`src/npcs_pkg.sv`:
```
// Package for the nearest palette color search block.
// Holds the command and item types, the back-end state type and field widths.
// Used by every module under src; depends on nothing.
package npcs_pkg;

  localparam int IDX_W       = 8;
  localparam int CH_W        = 8;
  localparam int SQ_W        = 16;
  localparam int DIST_W      = 18;
  localparam int QUEUE_DEPTH = 4;
  localparam int QPTR_W      = 2;

  typedef enum logic {
    CMD_LOAD  = 1'b0,
    CMD_QUERY = 1'b1
  } cmd_t;

  typedef struct packed {
    cmd_t             cmd;
    logic [IDX_W-1:0] idx;
    logic [CH_W-1:0]  red;
    logic [CH_W-1:0]  green;
    logic [CH_W-1:0]  blue;
  } q_item_t;

  typedef enum logic [1:0] {
    BK_IDLE,
    BK_SCAN,
    BK_DRAIN,
    BK_DONE
  } back_state_t;

endpackage

```
`src/npcs_queue.sv`:
```
// Short command queue between the front end and the back end.
// Depends on npcs_pkg for the item type and depth.
module npcs_queue import npcs_pkg::*; (
  input  logic    clk,
  input  logic    rst_n,
  input  logic    push_valid,
  output logic    push_ready,
  input  q_item_t push_item,
  output logic    pop_valid,
  input  logic    pop_ready,
  output q_item_t pop_item
);

  q_item_t           mem_r [QUEUE_DEPTH];
  logic [QPTR_W-1:0] wr_ptr_r, rd_ptr_r;
  logic [QPTR_W:0]   count_r;
  logic              do_push, do_pop;

  assign push_ready = (count_r != (QPTR_W+1)'(QUEUE_DEPTH));
  assign pop_valid  = (count_r != '0);
  assign pop_item   = mem_r[rd_ptr_r];
  assign do_push    = push_valid && push_ready;
  assign do_pop     = pop_valid && pop_ready;

  always_ff @(posedge clk) begin
    if (!rst_n) begin
      wr_ptr_r <= '0;
      rd_ptr_r <= '0;
      count_r  <= '0;
    end else begin
      if (do_push) begin
        wr_ptr_r <= wr_ptr_r + 1'b1;
      end
      if (do_pop) begin
        rd_ptr_r <= rd_ptr_r + 1'b1;
      end
      priority if (do_push && !do_pop) begin
        count_r <= count_r + 1'b1;
      end else if (do_pop && !do_push) begin
        count_r <= count_r - 1'b1;
      end
    end
  end

  always_ff @(posedge clk) begin
    if (do_push) begin
      mem_r[wr_ptr_r] <= push_item;
    end
  end

endmodule

```
`config.mk`:
```
export PLATFORM = sky130hd
export DESIGN_NAME = npcs_queue
export DESIGN_NICKNAME = d
export VERILOG_FILES = /design/src/npcs_pkg.sv /design/src/npcs_queue.sv
export SDC_FILE = /design/constraint.sdc
export NUM_CORES = 1
export LEC_CHECK = 0
export BUFFER_PORTS_ARGS = -buffer_cell sky130_fd_sc_hd__buf_2
export CAP_MARGIN = 25
export CORE_MARGIN = 2
export CORE_UTILIZATION = 55
export CTS_BUF_LIST = sky130_fd_sc_hd__clkbuf_4 sky130_fd_sc_hd__clkbuf_8 sky130_fd_sc_hd__clkbuf_16
export CTS_CLUSTER_DIAMETER = 80
export DETAILED_ROUTE_END_ITERATION = 8
export PLACE_DENSITY = 0.74
export SLEW_MARGIN = 20
export SYNTH_ARGS = -nofsm -noshare
export SYNTH_HDL_FRONTEND = slang
export SYNTH_SLANG_ARGS = --single-unit
```
`constraint.sdc`:
```
create_clock -name clk -period 4.2 [get_ports clk]
set_input_delay 0.63 -clock clk [delete_from_list [all_inputs] [get_ports clk]]
set_output_delay 0.63 -clock clk [all_outputs]
set_load 0.005 [all_outputs]
```
==> results.py, run 1 <==
metrics = {
    "job": {
        "cap_viol_max_count": 0,
    },
    "critical_path": {
        "critPathKind": "reg -> out",
        "critPathMaxFanout": 19,
        "cp_top_family": "flip-flops",
        "worstPathRequired_ps": 3570,
        "cp.arrival_ps": 2470,
        "cp-start-kind": "register",
        "path_cells": "buf_4 > mux4_1 > buf_2",
        "cpMaxStageDelayCell": "dfxtp_2",
        "slowest_delay_ps": 760,
        "end_kind": "primary output",
        "r2r-start": "count_r[0]",
        "path_buf_inv": 2,
    },
    "timing": {
        "drv_slew": 0,
        "min_period_ps": 3100,
        "finalCritPeriodShare_pct": 73.8,
        "hold_viol": 0,
        "max_slew.worst_pin.slew_ps": 901,
        "holdWs_ps": 326,
        "grt_setup_unrepaired": "no",
        "worst_slack_ps": 1100,
        "fin_worst_skew_ps": 7.93,
        "max_slew_margin_pct": 40.0,
        "setup_violations": 0,
        "finalSetupTns_ps": 0,
        "max_freq_mhz": 322,
    },
    "final_layout": {
        "final_common_cell": "edfxtp_1",
        "postLayoutCoreUtil_pct": 67.7,
        "syn_to_final_growth_pct": 18.5,
        "fin_cells": 445,
        "layout_common_cells": "132 x edfxtp_1, 71 x buf_2, 30 x mux4_2",
        "drive_above_1_share_pct": 44.9,
        "final_nets": 346,
        "diodes": 0,
        "final_area_mm2": 0.00629,
        "fill_cells": 620,
    },
    "power_and_ir_drop": {
        "vdd_ir_drop_max_mv": 0.338,
        "leakagePower_nw": 2.15,
        "p_per_area_mw_per_mm2": 618,
        "p_total_mw": 3.88,
    },
    "floorplan": {
        "die_h_um": 102,
        "start_util_pct": 57.1,
        "core-area_mm2": 0.00928,
        "rows": 35,
        "die_area_mm2": 0.0104,
        "io_pins": 72,
        "die_w_um": 102,
    },
    "grt": {
        "first_global_vias": 2460,
        "antenna_found_initial": 0,
        "grt_start_max_net_pins": 34,
        "grt-ovfl-total": 0,
        "grt_pass1_wl_um": 12800,
        "grt_usage_pct": 17.5,
    },
    "routing": {
        "ant_nets": 0,
        "drc": 0,
        "drt_iter0_markers": 109,
        "wire_per_inst_um": 18.4,
        "drt-pass1-iter-count": 4,
        "via_per_inst": 5.35,
        "num_vias": 2382,
        "drt_wl_total_um": 8200,
    },
    "hold_path": {
        "hp-start": "push_item[13]",
        "hp-class": "in -> reg",
    },
    "yosys": {
        "syn_nets": 264,
        "yosysSeqAreaShare_pct": 78.1,
        "syn_inst": 221,
        "synth_warnings": 0,
        "yosys.cell_types.count": 24,
        "syn-mean-instance-area_um2": 24.0,
        "synth-seq-cells": 141,
        "syn-cell-area_mm2": 0.00530,
    },
    "clock_network": {
        "clk_latency_ps": 520,
        "cts_setup_buffers": 0,
        "numCtsBuffers": 17,
        "clk_pin_slew_ps": 60,
        "cts.htree.levels": 4,
        "cts.path.max_buffers": 2,
        "cts_resized": 0,
        "cts.sink_count": 141,
        "cts_tree": "yes",
        "ctsHoldBuffers": 0,
        "root_buffer": "clkbuf_8",
    },
    "placement": {
        "dp_hpwl_um": 4830,
        "dpl_cell_area_mm2": 0.00574,
        "io_buffer_count": 71,
        "post-place-ws_ps": 1550,
        "gp_congestion": 0.649,
        "placed_cells": 413,
    },
    "status": {
        "status": "complete, no violations",
    },
}
==> power breakdown <==
group / total (mW) / switching (mW) / internal (mW)
combinational: 0.714 / 0.299 / 0.415
sequential: 1.84 / 0.126 / 1.71
clock: 1.33 / 0.542 / 0.788
==> synthesized netlist by cell type <==
cell type	n	area share, %
xnor2_1	3	0.50
buf_6	1	0.21
nor2_1	1	0.071
buf_2	3	0.28
and2_1	8	0.94
clkbuf_1	2	0.14
mux4_1	3	1.5
a21boi_2	1	0.21
edfxtp_1	132	75
a21boi_0	1	0.14
xor2_1	1	0.17
mux4_2	30	13
fa_1	1	0.38
nor2b_1	1	0.12
o311ai_2	1	0.31
nand2_1	5	0.35
dfxtp_1	9	3.4
buf_12	3	1.1
mux2i_1	3	0.57
or3_1	2	0.24
o21ai_0	1	0.094
ha_1	5	1.2
inv_1	3	0.21
o31ai_4	1	0.40
==> sequential cells by signal (all words and copies together), names as in the netlist, named ones only <==
register	flops
count_r	3
wr_ptr_r	2
rd_ptr_r	2
mem_r	132
==> worst paths after layout <==
path / slack (ps) / endpoint / cells after the start
worst min register to register: 520 / wr_ptr_r[1] / 2
worst min-delay path: 330 / mem_r[1][13] / 1
worst max-delay path: 1100 / pop_item[29] / 3
worst max register to register: 1790 / count_r[2] / 8
==> final cells by class <==
class,count,area (µm²),share of cell area (%)
sequential,141,4150,66.0
multi-input combinational,68,1060,16.9
clock buffer,18,422,6.71
timing repair buffer,72,363,5.77
tap,129,161,2.57
clock inverter,14,123,1.95
inverter,3,11.3,0.179
==> cells by family after synthesis <==
| kind of cell | share of synthesized area (%) |
|---|---|
| compound gates | 1.16 |
| flops | 78.1 |
| xor+xnor | 0.661 |
| buf+inv | 1.98 |
| mux | 14.8 |
| simple gates | 1.72 |
| fa+ha+maj | 1.56 |
==> routing by layer <==
metal  wire [µm]  GRT usage [%]  vias up
met3         362           5.20       14
met5           0              0        -
met1        3460           21.7     1206
li1            -              -     1091
met2        4230           28.3       71
met4         157           8.92        0
(Power assumes the default switching activity.)
==> inputs of run 2 (changes only) <==
ABC_AREA = 1   (was default)
CORE_UTILIZATION = 51   (was 55)
PLACE_DENSITY = 0.72   (was 0.74)
clock period = 2.68 ns   (was 4.2 ns; I/O delays follow)
==> run 2 against run 1 <==
  * Cell area up 3.8%
  * Flip-flop and latch count unchanged
  * Global-route usage is 2.3 points higher
  * Clock power increased by 86%
  * Final cell count increased by 39%
  * Critical path type unchanged
  * Critical endpoint is now pop_item[28]
  * Largest power group unchanged
==> results.py, run 2 <==
metrics = {
    "final_layout": {
        "multiInputGateArea_mm2": 0.00106,
        "largest_register": "mem_r",
        "fill_cells": 749,
        "drive_above_1_share_pct": 25.0,
        "final_common_cell": "edfxtp_1",
        "regArea_mm2": 0.00415,
        "syn_to_final_growth_pct": 20.8,
        "fin_cells": 617,
        "final_area_mm2": 0.00653,
        "layout_common_cells": "132 x edfxtp_1, 76 x nor2_1, 71 x buf_2",
        "final_nets": 510,
        "reg_top3": "mem_r (132), count_r (3)",
        "largest_reg_flops": 132,
        "postLayoutCoreUtil_pct": 63.2,
    },
    "yosys": {
        "synthArstFlopShare_pct": 0,
        "yosys.cell_types.count": 21,
        "synthTopCellsByArea": "edfxtp_1 73%, nor2_1 5.6%, o21ai_0 4.5%",
        "yosysTopAreaCell": "edfxtp_1",
        "synth_commonest_cells": "132 x edfxtp_1, 80 x nor2_1, 49 x o21ai_0, 33 x o22ai_1, 18 x o21ai_1",
        "synth.most_common_cell": "edfxtp_1",
        "ys_dominant_reg_cell": "edfxtp_1",
        "yosysSeqAreaShare_pct": 76.7,
        "synth_top_area_share_pct": 73.4,
        "synth-seq-cells": 141,
        "syn_inst": 387,
        "syn-mean-instance-area_um2": 14.0,
        "syn-cell-area_mm2": 0.00540,
        "syn_nets": 430,
        "synth_enable_flop_cells": 132,
        "synth_warnings": 0,
    },
    "floorplan": {
        "core-area_mm2": 0.0103,
        "io_pins": 72,
        "die_area_mm2": 0.0114,
        "die_w_um": 107,
        "die_h_um": 107,
        "start_util_pct": 52.3,
        "rows": 37,
    },
    "grt": {
        "antenna_found_initial": 1,
        "grt_pass1_wl_um": 16600,
        "first_global_vias": 3390,
        "grt_usage_pct": 19.8,
        "grt-ovfl-total": 0,
        "grt_start_max_net_pins": 67,
    },
    "critical_path": {
        "cp.arrival_ps": 2050,
        "path_cells": "buf_4 > o21ai_0 > o22ai_1 > buf_2",
        "end_kind": "primary output",
        "cp-start-kind": "register",
        "r2r_end": "count_r[2]",
        "r2r-start": "count_r[0]",
        "reg2reg_slack_ps": 670,
        "critPathKind": "reg -> out",
        "critPathMaxFanout": 66,
        "worstPathRequired_ps": 2280,
        "r2r.worst_path.cells": 13,
        "cpMaxStageDelayCell": "buf_4",
        "cp_top_family": "buffers and inverters",
        "path_buf_inv": 2,
        "slowest_delay_ps": 510,
    },
    "power_and_ir_drop": {
        "p_per_area_mw_per_mm2": 1010,
        "combPwrFrac_pct": 20.4,
        "leakagePower_nw": 2.36,
        "power_switching_mw": 1.80,
        "p_seq_share_pct": 41.9,
        "p_total_mw": 6.59,
        "vdd_ir_drop_max_mv": 0.787,
        "clkPwrFrac_pct": 37.6,
        "intPower_mw": 4.79,
        "netSwitchingFraction_pct": 27.3,
    },
    "clock_network": {
        "cts_tree": "yes",
        "cts.sink_count": 141,
        "cts_setup_buffers": 0,
        "root_buffer": "clkbuf_8",
        "cts.path.max_buffers": 2,
        "numCtsBuffers": 17,
        "ctsHoldBuffers": 0,
        "clk_latency_ps": 520,
        "cts_resized": 0,
        "cts.htree.levels": 4,
        "clk_pin_slew_ps": 60,
    },
    "routing": {
        "via_per_inst": 5.33,
        "wire_per_inst_um": 16.9,
        "drt-pass1-iter-count": 4,
        "drc": 0,
        "num_vias": 3291,
        "drt_wl_total_um": 10400,
        "drt_iter0_markers": 245,
        "ant_nets": 0,
    },
    "timing": {
        "hold_viol": 0,
        "finalCritPeriodShare_pct": 91.4,
        "max_freq_mhz": 408,
        "holdWs_ps": 98.5,
        "finalSetupTns_ps": 0,
        "drv_slew": 0,
        "max_slew.worst_pin.slew_ps": 651,
        "grt_setup_unrepaired": "no",
        "setup_violations": 0,
        "fin_worst_skew_ps": 6.02,
        "worst_slack_ps": 229,
        "min_period_ps": 2450,
        "max_slew_margin_pct": 56.6,
    },
    "hold_path": {
        "hp-class": "in -> reg",
        "min_to": "mem_r[3][25]",
        "min_path_cells": 1,
        "hp-start": "push_item[25]",
    },
    "placement": {
        "post-place-ws_ps": 670,
        "placed_cells": 584,
        "dp_hpwl_um": 6090,
        "io_buffer_count": 71,
        "dpl_cell_area_mm2": 0.00588,
        "gp_congestion": 0.747,
    },
    "status": {
        "status": "complete, no violations",
    },
    "job": {
        "cap_viol_max_count": 0,
    },
}
run 2: cell types whose count changed after synthesis, moves of 4 or more:
cell     previous run  this run
o21ai_1             0        18
nand2_1             5        14
inv_1               3        14
buf_6               1         9
and2_1              8         0
nand3_1             0         4
mux4_2             30         0
o21ai_0             1        49
o22ai_1             0        33
buf_2               3         7
nor2_1              1        80
run 2: kinds of logic after synthesis:
logic type / after synthesis / share of synthesized area (%)
and+or+nand+nor: 100 / 7.15
buffers and inverters: 36 / 4.17
DFF: 141 / 76.7
xor gates and xnor gates: 1 / 0.162
adders and majority gates: 6 / 1.53
AOI/OAI and AO/OA: 103 / 10.3
run 2: routing by layer:
layer  routed length, µm  track usage (%)  part of all wire [%]  vias to the layer above
li1                    -                -                     -                     1586
met3                 612             6.63                   5.9                       13
met2                5200             31.8                    50                      109
met1                4490             24.9                    43                     1583
met5                   0                0                     0                        -
met4                 143             7.79                   1.4                        0
run 2: power by group through the flow:
stage / Clock, mW / Sequential (mW) / Combinational [mW]
floorplan: 0 / 2.80 / 0.880
global placement: 0 / 2.80 / 1.32
detailed placement: 0 / 2.81 / 1.35
CTS: 2.52 / 2.76 / 1.36
global route: 2.61 / 2.79 / 1.53
finish: 2.48 / 2.76 / 1.35
run 2: worst max-delay path by stage:
stage          cells past startpoint           end  slack (ps)
6_report                           4  pop_item[28]         230
3_3_place_gp                       9    count_r[1]         770
5_1_grt                            4  pop_item[28]          70
4_1_cts                            4  pop_item[14]         220
2_1_floorplan                      4   mem_r[1][0]         200
3_5_place_dp                      13    count_r[2]         670
run 2: cell type report:
type / instances / area share [%]
clock inverter: 14 / 3.36
clock buffer: 18 / 6.46
tap: 136 / 2.61
inverter: 16 / 0.920
timing repair buffer: 81 / 6.79
sequential: 141 / 63.5
multi-input combinational: 210 / 16.3
antenna: 1 / 0.0383
