==> src/npcs_pkg.sv <==
// Package for the nearest palette color search block.
// Holds the command and item types, the back-end state type and field widths.
// Used by every module under src; depends on nothing.
package npcs_pkg;

  localparam int IDX_W       = 8;
  localparam int CH_W        = 8;
  localparam int SQ_W        = 16;
  localparam int DIST_W      = 18;
  localparam int QUEUE_DEPTH = 4;
  localparam int QPTR_W      = 2;

  typedef enum logic {
    CMD_LOAD  = 1'b0,
    CMD_QUERY = 1'b1
  } cmd_t;

  typedef struct packed {
    cmd_t             cmd;
    logic [IDX_W-1:0] idx;
    logic [CH_W-1:0]  red;
    logic [CH_W-1:0]  green;
    logic [CH_W-1:0]  blue;
  } q_item_t;

  typedef enum logic [1:0] {
    BK_IDLE,
    BK_SCAN,
    BK_DRAIN,
    BK_DONE
  } back_state_t;

endpackage

==> src/npcs_front.sv <==
// Front end: accepts input transactions, decodes the command and drops loads
// whose index lies beyond the palette. Depends on npcs_pkg.
module npcs_front import npcs_pkg::*; #(
  parameter int PALETTE_ENTRIES = 256
) (
  input  logic             clk,
  input  logic             rst_n,
  input  logic             in_valid,
  output logic             in_ready,
  input  logic             in_op,
  input  logic [IDX_W-1:0] in_entry_index,
  input  logic [CH_W-1:0]  in_red,
  input  logic [CH_W-1:0]  in_green,
  input  logic [CH_W-1:0]  in_blue,
  output logic             push_valid,
  input  logic             push_ready,
  output q_item_t          push_item
);

  logic    fv_r, fv_nxt;
  q_item_t fitem_r;
  logic    keep;
  cmd_t    cmd;

  assign cmd        = cmd_t'(in_op);
  assign keep       = (cmd == CMD_QUERY) ||
                      ({1'b0, in_entry_index} < (IDX_W+1)'(PALETTE_ENTRIES));
  assign in_ready   = !fv_r || push_ready;
  assign push_valid = fv_r;
  assign push_item  = fitem_r;

  always_comb begin
    fv_nxt = fv_r;
    if (fv_r && push_ready) begin
      fv_nxt = 1'b0;
    end
    if (in_valid && in_ready) begin
      fv_nxt = keep;
    end
  end

  always_ff @(posedge clk) begin
    if (!rst_n) begin
      fv_r <= 1'b0;
    end else begin
      fv_r <= fv_nxt;
    end
  end

  always_ff @(posedge clk) begin
    if (in_valid && in_ready) begin
      fitem_r <= '{cmd: cmd, idx: in_entry_index, red: in_red,
                   green: in_green, blue: in_blue};
    end
  end

endmodule

==> config.mk <==
export PLATFORM = sky130hd
export DESIGN_NAME = npcs_front
export DESIGN_NICKNAME = d
export VERILOG_FILES = /design/src/npcs_pkg.sv /design/src/npcs_front.sv
export SDC_FILE = /design/constraint.sdc
export NUM_CORES = 1
export LEC_CHECK = 0
export BUFFER_PORTS_ARGS = -buffer_cell sky130_fd_sc_hd__buf_4
export CAP_MARGIN = 20
export CELL_PAD_IN_SITES_DETAIL_PLACEMENT = 1
export CELL_PAD_IN_SITES_GLOBAL_PLACEMENT = 2
export CORE_MARGIN = 2
export CORE_UTILIZATION = 26
export DETAILED_ROUTE_END_ITERATION = 10
export PLACE_DENSITY = 0.79
export SLEW_MARGIN = 20
export SYNTH_ARGS = -nofsm -noshare
export SYNTH_HDL_FRONTEND = slang
export SYNTH_SLANG_ARGS = --single-unit
==> constraint.sdc <==
create_clock -name clk -period 1.3 [get_ports clk]
set_input_delay 0.13 -clock clk [delete_from_list [all_inputs] [get_ports clk]]
set_output_delay 0.13 -clock clk [all_outputs]
set_load 0.02 [all_outputs]
==> flow_metrics.env, run 1 <==
export IMPL_cellPowerDensity_mw_per_mm2=1318
export IMPL_antenna_violations_before_repair=0
export IMPL_drt_first_pass_iters=2
export IMPL_stdcell_count=168
export IMPL_wire_per_inst_um=13.05
export IMPL_initial_core_util_pct=26.59
export IMPL_post_synth_top_area_fraction_pct=94.51
export IMPL_yosys_most_used_dff="sky130_fd_sc_hd__edfxtp_1"
export IMPL_drc_errors=0
export IMPL_worst_ep_arrival_time_ns=1.06
export IMPL_n_antenna_cell=0
export IMPL_clk_pin_slew_ns=0.06
export IMPL_first_global_vias=686
export IMPL_cellLeakagePower_nw=0.7411
export IMPL_grt_max_degree=34
export IMPL_clock_tree_htree_level_count=2
export IMPL_place_inst=160
export IMPL_timing_final_max_slew_violations=0
export IMPL_rsz_0062_raised_after_global_routing="false"
export IMPL_clock_path_buffers=2
export IMPL_finClkSkew_ns=0.006602
export IMPL_synthMostInstantiatedCell="sky130_fd_sc_hd__edfxtp_1"
export IMPL_cts_setup_buffers=0
export IMPL_design_portCount=72
export IMPL_finalSetupViolCount=0
export IMPL_cap_viol_max_count=0
export IMPL_via_per_instance_ratio=3.887
export IMPL_worst_setup_path_type="flop to flop"
export IMPL_chipWidth_um=67.51
export IMPL_drt_antenna_violating_nets=0
export IMPL_ffs_latches_synth=34
export IMPL_run_status="completed"
export IMPL_hold_path_class="primary input to flop"
export IMPL_setup_tns_after_final_layout_ns=0
export IMPL_total_die_area_mm2=0.004557
export IMPL_tritoncts_num_buffers=5
export IMPL_maxSlewHeadroom_pct=88.35
export IMPL_synth_top_cells_by_area="sky130_fd_sc_hd__edfxtp_1 (95%), sky130_fd_sc_hd__dfxtp_1 (1.9%), sky130_fd_sc_hd__nand2b_4 (1.3%), sky130_fd_sc_hd__a21boi_2 (1.1%), sky130_fd_sc_hd__and2_4 (0.84%)"
export IMPL_dr_first_iter_drc_count=19
export IMPL_fp_row_count=23
export IMPL_seq_area_frac_synth_pct=96.42
export IMPL_io_buffer_count=71
export IMPL_global_route_usage_total_pct=9.800
export IMPL_hold_viol_final=0
export IMPL_cts_root_buffer="sky130_fd_sc_hd__clkbuf_8"
export IMPL_final_period_minus_worst_setup_slack_ns=1.088
export IMPL_final_nets=154
export IMPL_route_final_wire_length_mm=2.193
export IMPL_die_height_um=67.51
export IMPL_worst_pin_slew_ns=0.1748
export IMPL_timing_critical_path_to_type="flop"
export IMPL_hold_worst_slack_ns=0.02436
export IMPL_yosys_warnings=0
export IMPL_vdd_ir_drop_worst_v=0.0007060
export IMPL_post_cts_hold_buffer_count=0
export IMPL_final_period_utilization_pct=83.66
export IMPL_grt_overflow_total=0
export IMPL_cts_resized=0
export IMPL_flow_area_growth_from_synthesis_pct=66.47
export IMPL_gp_congestion=0.6278
export IMPL_cts_sink_count=34
export IMPL_drive_above_1_share_pct=68.64
export IMPL_syn_mean_instance_area_um2=27.59
export IMPL_crit_path_max_fanout=33
export IMPL_max_clock_freq_mhz=919.5
export IMPL_num_vias=653
export IMPL_floorplan_core_area_mm2=0.003943
export IMPL_postSynth_asyncResetShare_pct=0
export IMPL_synthDominantAreaCellType="sky130_fd_sc_hd__edfxtp_1"
export IMPL_tritoncts="built"
export IMPL_required_ns=1.27
export IMPL_gate_count_of_the_mapped_netlist=38
export IMPL_setup_worst_path_start_class="flop"
export IMPL_mappedNetlistArea_mm2=0.001049
export IMPL_count_of_flip_flops_with_a_built_in_enable_after_synthesis=33
export IMPL_worst_skew_pair_late_latency_ns=0.28
export IMPL_mappedNetlistNets=75
export IMPL_grt_pass1_wl_mm=2.946
export IMPL_fill_cell_count=402
export IMPL_synth_lib_cells_used_distinct=6
placed cells by master, fill, tap and decap left out:
cell type,Yosys,final
sky130_fd_sc_hd__buf_4,0,71
sky130_fd_sc_hd__edfxtp_1,33,33
sky130_fd_sc_hd__clkbuf_8,0,5
sky130_fd_sc_hd__nand2b_4,1,1
sky130_fd_sc_hd__and2_4,1,1
sky130_fd_sc_hd__inv_1,1,1
sky130_fd_sc_hd__a21boi_2,1,1
sky130_fd_sc_hd__clkbuf_1,0,1
sky130_fd_sc_hd__clkinv_2,0,1
sky130_fd_sc_hd__clkinv_1,0,1
sky130_fd_sc_hd__buf_12,0,1
sky130_fd_sc_hd__dfxtp_1,1,1
final cells by class:
cell class	instances	area, um^2	area share [%]
multi-input cells	3	33.78	1.935
flip-flops and latches	34	1011	57.92
inverters	1	3.754	0.2151
clock inverters	2	8.758	0.5018
well taps	50	62.56	3.584
repair buffers	72	553.0	31.68
clock buffers	6	72.57	4.158
layer usage:
metal / track usage (%) / part of all wire (%)
met4: 6.122 / 1.7
met3: 8.333 / 18
met2: 16.54 / 52
met5: 0 / 0
met1: 7.190 / 28
report_power, final:
part | internal [mW] | total [mW] | switching [mW]
Sequential | 1.28 | 1.30 | 0.0177
Combinational | 0.156 | 0.300 | 0.145
Clock | 0.367 | 0.704 | 0.337
Total | 1.80 | 2.30 | 0.500
registers in the layout (all words and copies together) (netlist names):
| signal | cells |
|---|---|
| push_valid | 1 |
| push_item | 33 |
per-stage QoR:
step	area (um^2)	setup WS [ns]	utilization, %	total power [mW]
after detailed placement	1664	0.2150	42.21	1.628
after global placement	1664	0.2508	42.21	1.618
after CTS	1745	0.1980	44.27	2.344
after floorplan	1049	0.07701	-	1.431
after global routing	1745	0.1650	44.27	2.403
final	1745	0.2125	44.27	2.301
kinds of logic after synthesis:
group                  synth area share, %
AND/OR/NAND/NOR                      2.148
buffers and inverters               0.3577
flip-flops                           96.42
AO/OA/AOI/OAI                        1.074
path summary, 6_finish.rpt:
kind,startpoint,endpoint,slack (ns),cells past startpoint
worst max-delay path,push_valid,push_item[21],0.21,3
worst min-delay path,in_red[3],push_item[19],0.02,1
worst max register to register,push_valid,push_item[21],0.21,3
worst min register to register,push_valid,push_valid,0.52,2
critical path, stage by stage, from the launching register on:
cell and delay (ns):
sky130_fd_sc_hd__dfxtp_1 0.33, sky130_fd_sc_hd__nand2b_4 0.09, sky130_fd_sc_hd__and2_4 0.15, sky130_fd_sc_hd__buf_12 0.19
Note: power is estimated with default switching activity, not from simulation.
==> run 2: changes to the inputs <==
==> constraint.sdc (replaced) <==
create_clock -name clk -period 1.05 [get_ports clk]
set_input_delay 0.105 -clock clk [delete_from_list [all_inputs] [get_ports clk]]
set_output_delay 0.105 -clock clk [all_outputs]
set_load 0.02 [all_outputs]
==> flow_metrics.env, run 2 (synthesized netlist as in run 1, its figures left out) <==
export IMPL_finClkSkew_ns=0.003204
export IMPL_clock_tree_htree_level_count=2
export IMPL_io_buffer_count=71
export IMPL_largest_reg_flops=33
export IMPL_hold_viol_final=0
export IMPL_worst_pin_slew_ns=0.09840
export IMPL_hold_worst_slack_ns=0.01109
export IMPL_clock_path_buffers=2
export IMPL_grt_max_degree=18
export IMPL_grt_overflow_total=0
export IMPL_rsz_0062_raised_after_global_routing="true"
export IMPL_die_height_um=67.51
export IMPL_drive_above_1_share_pct=55.70
export IMPL_flow_area_growth_from_synthesis_pct=97.37
export IMPL_vdd_ir_drop_worst_v=0.001059
export IMPL_fp_row_count=23
export IMPL_wire_per_inst_um=14.66
export IMPL_finalCoreUtilization_pct=52.49
export IMPL_gp_congestion=0.6447
export IMPL_place_inst=161
export IMPL_crit_path_max_fanout=17
export IMPL_cellLeakagePower_nw=0.8761
export IMPL_route_final_wire_length_mm=2.917
export IMPL_total_die_area_mm2=0.004557
export IMPL_floorplan_core_area_mm2=0.003943
export IMPL_layout_cells_most_common="sky130_fd_sc_hd__buf_4"
export IMPL_global_route_usage_total_pct=13.36
export IMPL_antenna_violations_before_repair=0
export IMPL_maxSlewHeadroom_pct=93.44
export IMPL_via_per_instance_ratio=3.955
export IMPL_cts_resized=0
export IMPL_drt_first_pass_iters=3
export IMPL_required_ns=1.04
export IMPL_grt_pass1_wl_mm=4.084
export IMPL_worst_ep_arrival_time_ns=1.02
export IMPL_cts_sink_count=34
export IMPL_register_area_mm2=0.001015
export IMPL_drc_errors=0
export IMPL_worst_setup_path_type="flop to flop"
export IMPL_first_global_vias=844
export IMPL_max_clock_freq_mhz=963.2
export IMPL_hold_path_class="primary input to flop"
export IMPL_finalSetupViolCount=0
export IMPL_timing_critical_path_to_type="flop"
export IMPL_cts_setup_buffers=0
export IMPL_cellPowerDensity_mw_per_mm2=1438
export IMPL_timing_final_max_slew_violations=0
export IMPL_run_status="completed"
export IMPL_clk_pin_slew_ns=0.06
export IMPL_chipWidth_um=67.51
export IMPL_final_period_utilization_pct=98.88
export IMPL_setup_worst_path_start_class="flop"
export IMPL_tritoncts="built"
export IMPL_worst_skew_pair_late_latency_ns=0.28
export IMPL_stdcell_count=199
export IMPL_final_nets=185
export IMPL_tritoncts_num_buffers=5
export IMPL_initial_core_util_pct=26.59
export IMPL_design_portCount=72
export IMPL_drt_antenna_violating_nets=0
export IMPL_num_vias=787
export IMPL_cap_viol_max_count=0
export IMPL_multi_input_comb_area_um2=33.78
export IMPL_dr_first_iter_drc_count=27
export IMPL_cts_root_buffer="sky130_fd_sc_hd__clkbuf_8"
export IMPL_fill_cell_count=364
export IMPL_n_antenna_cell=0
export IMPL_layout_cells_most_common_list="sky130_fd_sc_hd__buf_4 (71), sky130_fd_sc_hd__edfxtp_1 (33), sky130_fd_sc_hd__dlygate4sd3_1 (30), sky130_fd_sc_hd__clkbuf_8 (5), sky130_fd_sc_hd__buf_12 (2)"
export IMPL_final_period_minus_worst_setup_slack_ns=1.038
-- run 2: cell types whose count changed in the layout (fill, tap and decap cells not counted), sizes merged --
cell,delta
dlygate4sd3,+30
buf,+1
-- run 2: final timing paths --
check	slack (ns)	end	cells after the start	start
setup reg to reg	0.01	push_item[28]	3	push_valid
hold reg to reg	0.50	push_valid	2	push_valid
setup / recovery	0.01	push_item[28]	3	push_valid
hold / removal	0.01	push_item[13]	1	in_green[5]
-- run 2: where the power goes --
group / total [mW] / switching [mW] / internal (mW)
combinational: 0.485 / 0.209 / 0.275
sequential: 1.61 / 0.0245 / 1.58
clock: 0.884 / 0.429 / 0.455
total: 2.97 / 0.663 / 2.31
-- run 2: area by class of cell --
cell class	instances	area share, %
timing repair buffer	103	42.20
sequential	34	49.03
inverter	1	0.1814
clock buffer	6	3.507
multi-input combinational	3	1.632
clock inverter	2	0.4232
tap	50	3.023
-- run 2: through the flow --
stage	power [mW]	setup TNS [ns]	setup WS [ns]	cell area, um^2
2_1_floorplan	1.771	-3.907	-0.1184	1052
3_3_place_gp	2.019	0	0.03632	1688
3_5_place_dp	2.031	0	0.01889	1688
4_1_cts	3.011	0	0.01036	2049
5_1_grt	3.098	-0.4307	-0.01972	2069
6_report	2.975	0	0.01180	2069
-- run 2: repair_timing --
item                       4_1_cts  5_1_grt
hold endpoints to repair        28        2
hold buffers                    28        2
setup endpoints to repair        0       33
-- run 2: metal layers --
| layer | share of wire, % | wire length (um) | vias up | track usage, % |
|---|---|---|---|---|
| li1 | - | - | 367 | - |
| met1 | 38 | 1098 | 359 | 14.27 |
| met2 | 47 | 1370 | 57 | 20.47 |
| met3 | 14 | 412 | 4 | 9.333 |
| met4 | 1.2 | 36 | 0 | 5.357 |
| met5 | 0 | 0 | - | 0 |
-- run 2: critical path: stages (launching register included) --
cell and delay [ns]:
sky130_fd_sc_hd__dfxtp_4 0.35, sky130_fd_sc_hd__nand2b_4 0.07, sky130_fd_sc_hd__and2_4 0.17, sky130_fd_sc_hd__buf_12 0.15
==> run 3: changes to the inputs <==
--- a/config.mk
+++ b/config.mk
@@ -13,6 +13,7 @@
 export CORE_UTILIZATION = 26
 export DETAILED_ROUTE_END_ITERATION = 10
 export PLACE_DENSITY = 0.79
+export RECOVER_POWER = 100
 export SLEW_MARGIN = 20
 export SYNTH_ARGS = -nofsm -noshare
 export SYNTH_HDL_FRONTEND = slang
==> flow_metrics.env, run 3 (synthesized netlist as in run 1, its figures left out) <==
export IMPL_drive_above_1_share_pct=55.70
export IMPL_die_height_um=67.51
export IMPL_final_period_minus_worst_setup_slack_ns=1.039
export IMPL_run_status="completed"
export IMPL_hold_path_class="primary input to flop"
export IMPL_total_die_area_mm2=0.004557
export IMPL_tritoncts="built"
export IMPL_multi_input_comb_area_um2=33.78
export IMPL_cts_sink_count=34
export IMPL_placed_cell_area_mm2=0.001688
export IMPL_slowest_stage_cell_crit_path="sky130_fd_sc_hd__dfxtp_4"
export IMPL_via_per_instance_ratio=3.945
export IMPL_clock_path_buffers=2
export IMPL_tritoncts_num_buffers=5
export IMPL_max_clock_freq_mhz=962.3
export IMPL_num_vias=785
export IMPL_maxSlewHeadroom_pct=90.49
export IMPL_drt_first_pass_iters=3
export IMPL_final_setup_worst_slack_ns=0.01081
export IMPL_cts_root_buffer="sky130_fd_sc_hd__clkbuf_8"
export IMPL_cap_viol_max_count=0
export IMPL_fill_cell_count=371
export IMPL_timing_final_max_slew_violations=0
export IMPL_rsz_0062_raised_after_global_routing="true"
export IMPL_final_period_utilization_pct=98.97
export IMPL_antenna_violations_before_repair=0
export IMPL_layout_cells_most_common_list="sky130_fd_sc_hd__clkbuf_4 (33), sky130_fd_sc_hd__clkbuf_2 (33), sky130_fd_sc_hd__edfxtp_1 (33), sky130_fd_sc_hd__dlygate4sd3_1 (30)"
export IMPL_wire_per_inst_um=14.41
export IMPL_worst_setup_path_type="flop to flop"
export IMPL_largest_reg_flops=33
export IMPL_place_inst=161
export IMPL_clk_pin_slew_ns=0.06
export IMPL_worst_pin_slew_ns=0.1433
export IMPL_hold_viol_final=0
export IMPL_grt_pass1_wl_mm=4.084
export IMPL_register_area_mm2=0.001015
export IMPL_dr_first_iter_drc_count=25
export IMPL_drc_errors=0
export IMPL_route_final_wire_length_mm=2.868
export IMPL_timing_critical_path_to_type="flop"
export IMPL_flow_area_growth_from_synthesis_pct=89.50
export IMPL_stdcell_count=199
export IMPL_worst_ep_arrival_time_ns=1.02
export IMPL_vdd_ir_drop_worst_v=0.001045
export IMPL_required_ns=1.04
export IMPL_grt_overflow_total=0
export IMPL_initial_core_util_pct=26.59
export IMPL_worstRegToRegCells=3
export IMPL_cellPowerDensity_mw_per_mm2=1470
export IMPL_drt_antenna_violating_nets=0
export IMPL_finalSetupViolCount=0
export IMPL_io_buffer_count=71
export IMPL_finClkSkew_ns=0.002299
export IMPL_setup_worst_path_start_class="flop"
export IMPL_worst_skew_pair_late_latency_ns=0.27
export IMPL_chipWidth_um=67.51
export IMPL_n_antenna_cell=0
export IMPL_cts_setup_buffers=0
export IMPL_cellLeakagePower_nw=0.8479
export IMPL_clock_tree_htree_level_count=2
export IMPL_finalCoreUtilization_pct=50.40
export IMPL_global_route_usage_total_pct=13.36
export IMPL_final_nets=185
export IMPL_floorplan_core_area_mm2=0.003943
export IMPL_placement_setup_worst_slack_ns=0.01889
export IMPL_crit_path_max_fanout=17
export IMPL_post_route_cell_area_mm2=0.001987
export IMPL_gp_congestion=0.6447
export IMPL_timing_critical_path_slowest_cell_delay_ns=0.35
export IMPL_path_cells="nand2b_4 > and2_4 > buf_12"
export IMPL_fp_row_count=23
export IMPL_first_global_vias=844
export IMPL_whs_path_depth=1
export IMPL_grt_max_degree=18
export IMPL_design_portCount=72
-- run 3: cell type report --
cell class                      count  area share, %
Clock buffer                        6          3.652
Clock inverter                      2         0.4408
Inverter                            1         0.1889
Multi-Input combinational cell      3          1.700
Sequential cell                    34          51.07
Tap cell                           50          3.149
Timing Repair Buffer              103          39.80
-- run 3: stage by stage --
step | hold slack (ns) | power [mW] | setup TNS (ns)
6_report | 0.03636 | 2.920 | 0
5_1_grt | 0.02576 | 3.048 | -0.4307
4_1_cts | 0.0002024 | 3.011 | 0
3_5_place_dp | 0.2843 | 2.031 | 0
3_3_place_gp | 0.2834 | 2.019 | 0
2_1_floorplan | 0.2039 | 1.771 | -3.907
-- run 3: timing repair --
| item | in CTS | in global routing |
|---|---|---|
| hold buffers | 28 | 2 |
| hold endpoints to repair | 28 | 2 |
| setup endpoints to repair | 0 | 33 |
| resized for setup | 0 | 0 |
-- run 3: final timing paths --
kind	slack (ns)	to	start
worst max register to register	0.01	push_item[28]	push_valid
worst max-delay path	0.01	push_item[28]	push_valid
worst min register to register	0.50	push_valid	push_valid
worst min-delay path	0.04	push_item[13]	in_green[5]
-- run 3: per-layer routing --
layer  vias to the layer above  GRT usage, %  part of all wire, %  wire [um]
li1                        367             -                    -          -
met1                       357         14.27                   38       1096
met2                        57         20.47                   46       1332
met3                         4         9.333                   14        403
met4                         0         5.357                  1.3         36
met5                         -             0                    0          0
-- run 3: report_power, final --
part / switching, mW / leakage (nW) / internal [mW]
Combinational: 0.208 / 0.477 / 0.229
Clock: 0.424 / 0.0426 / 0.455
Sequential: 0.0232 / 0.328 / 1.58
-- run 3: worst max-delay path: cells and delay by family, from the launching register on --
family	cells	cell delay, ns
flip-flops	1	0.35
AND/OR/NAND/NOR	2	0.24
buffers and inverters	1	0.15
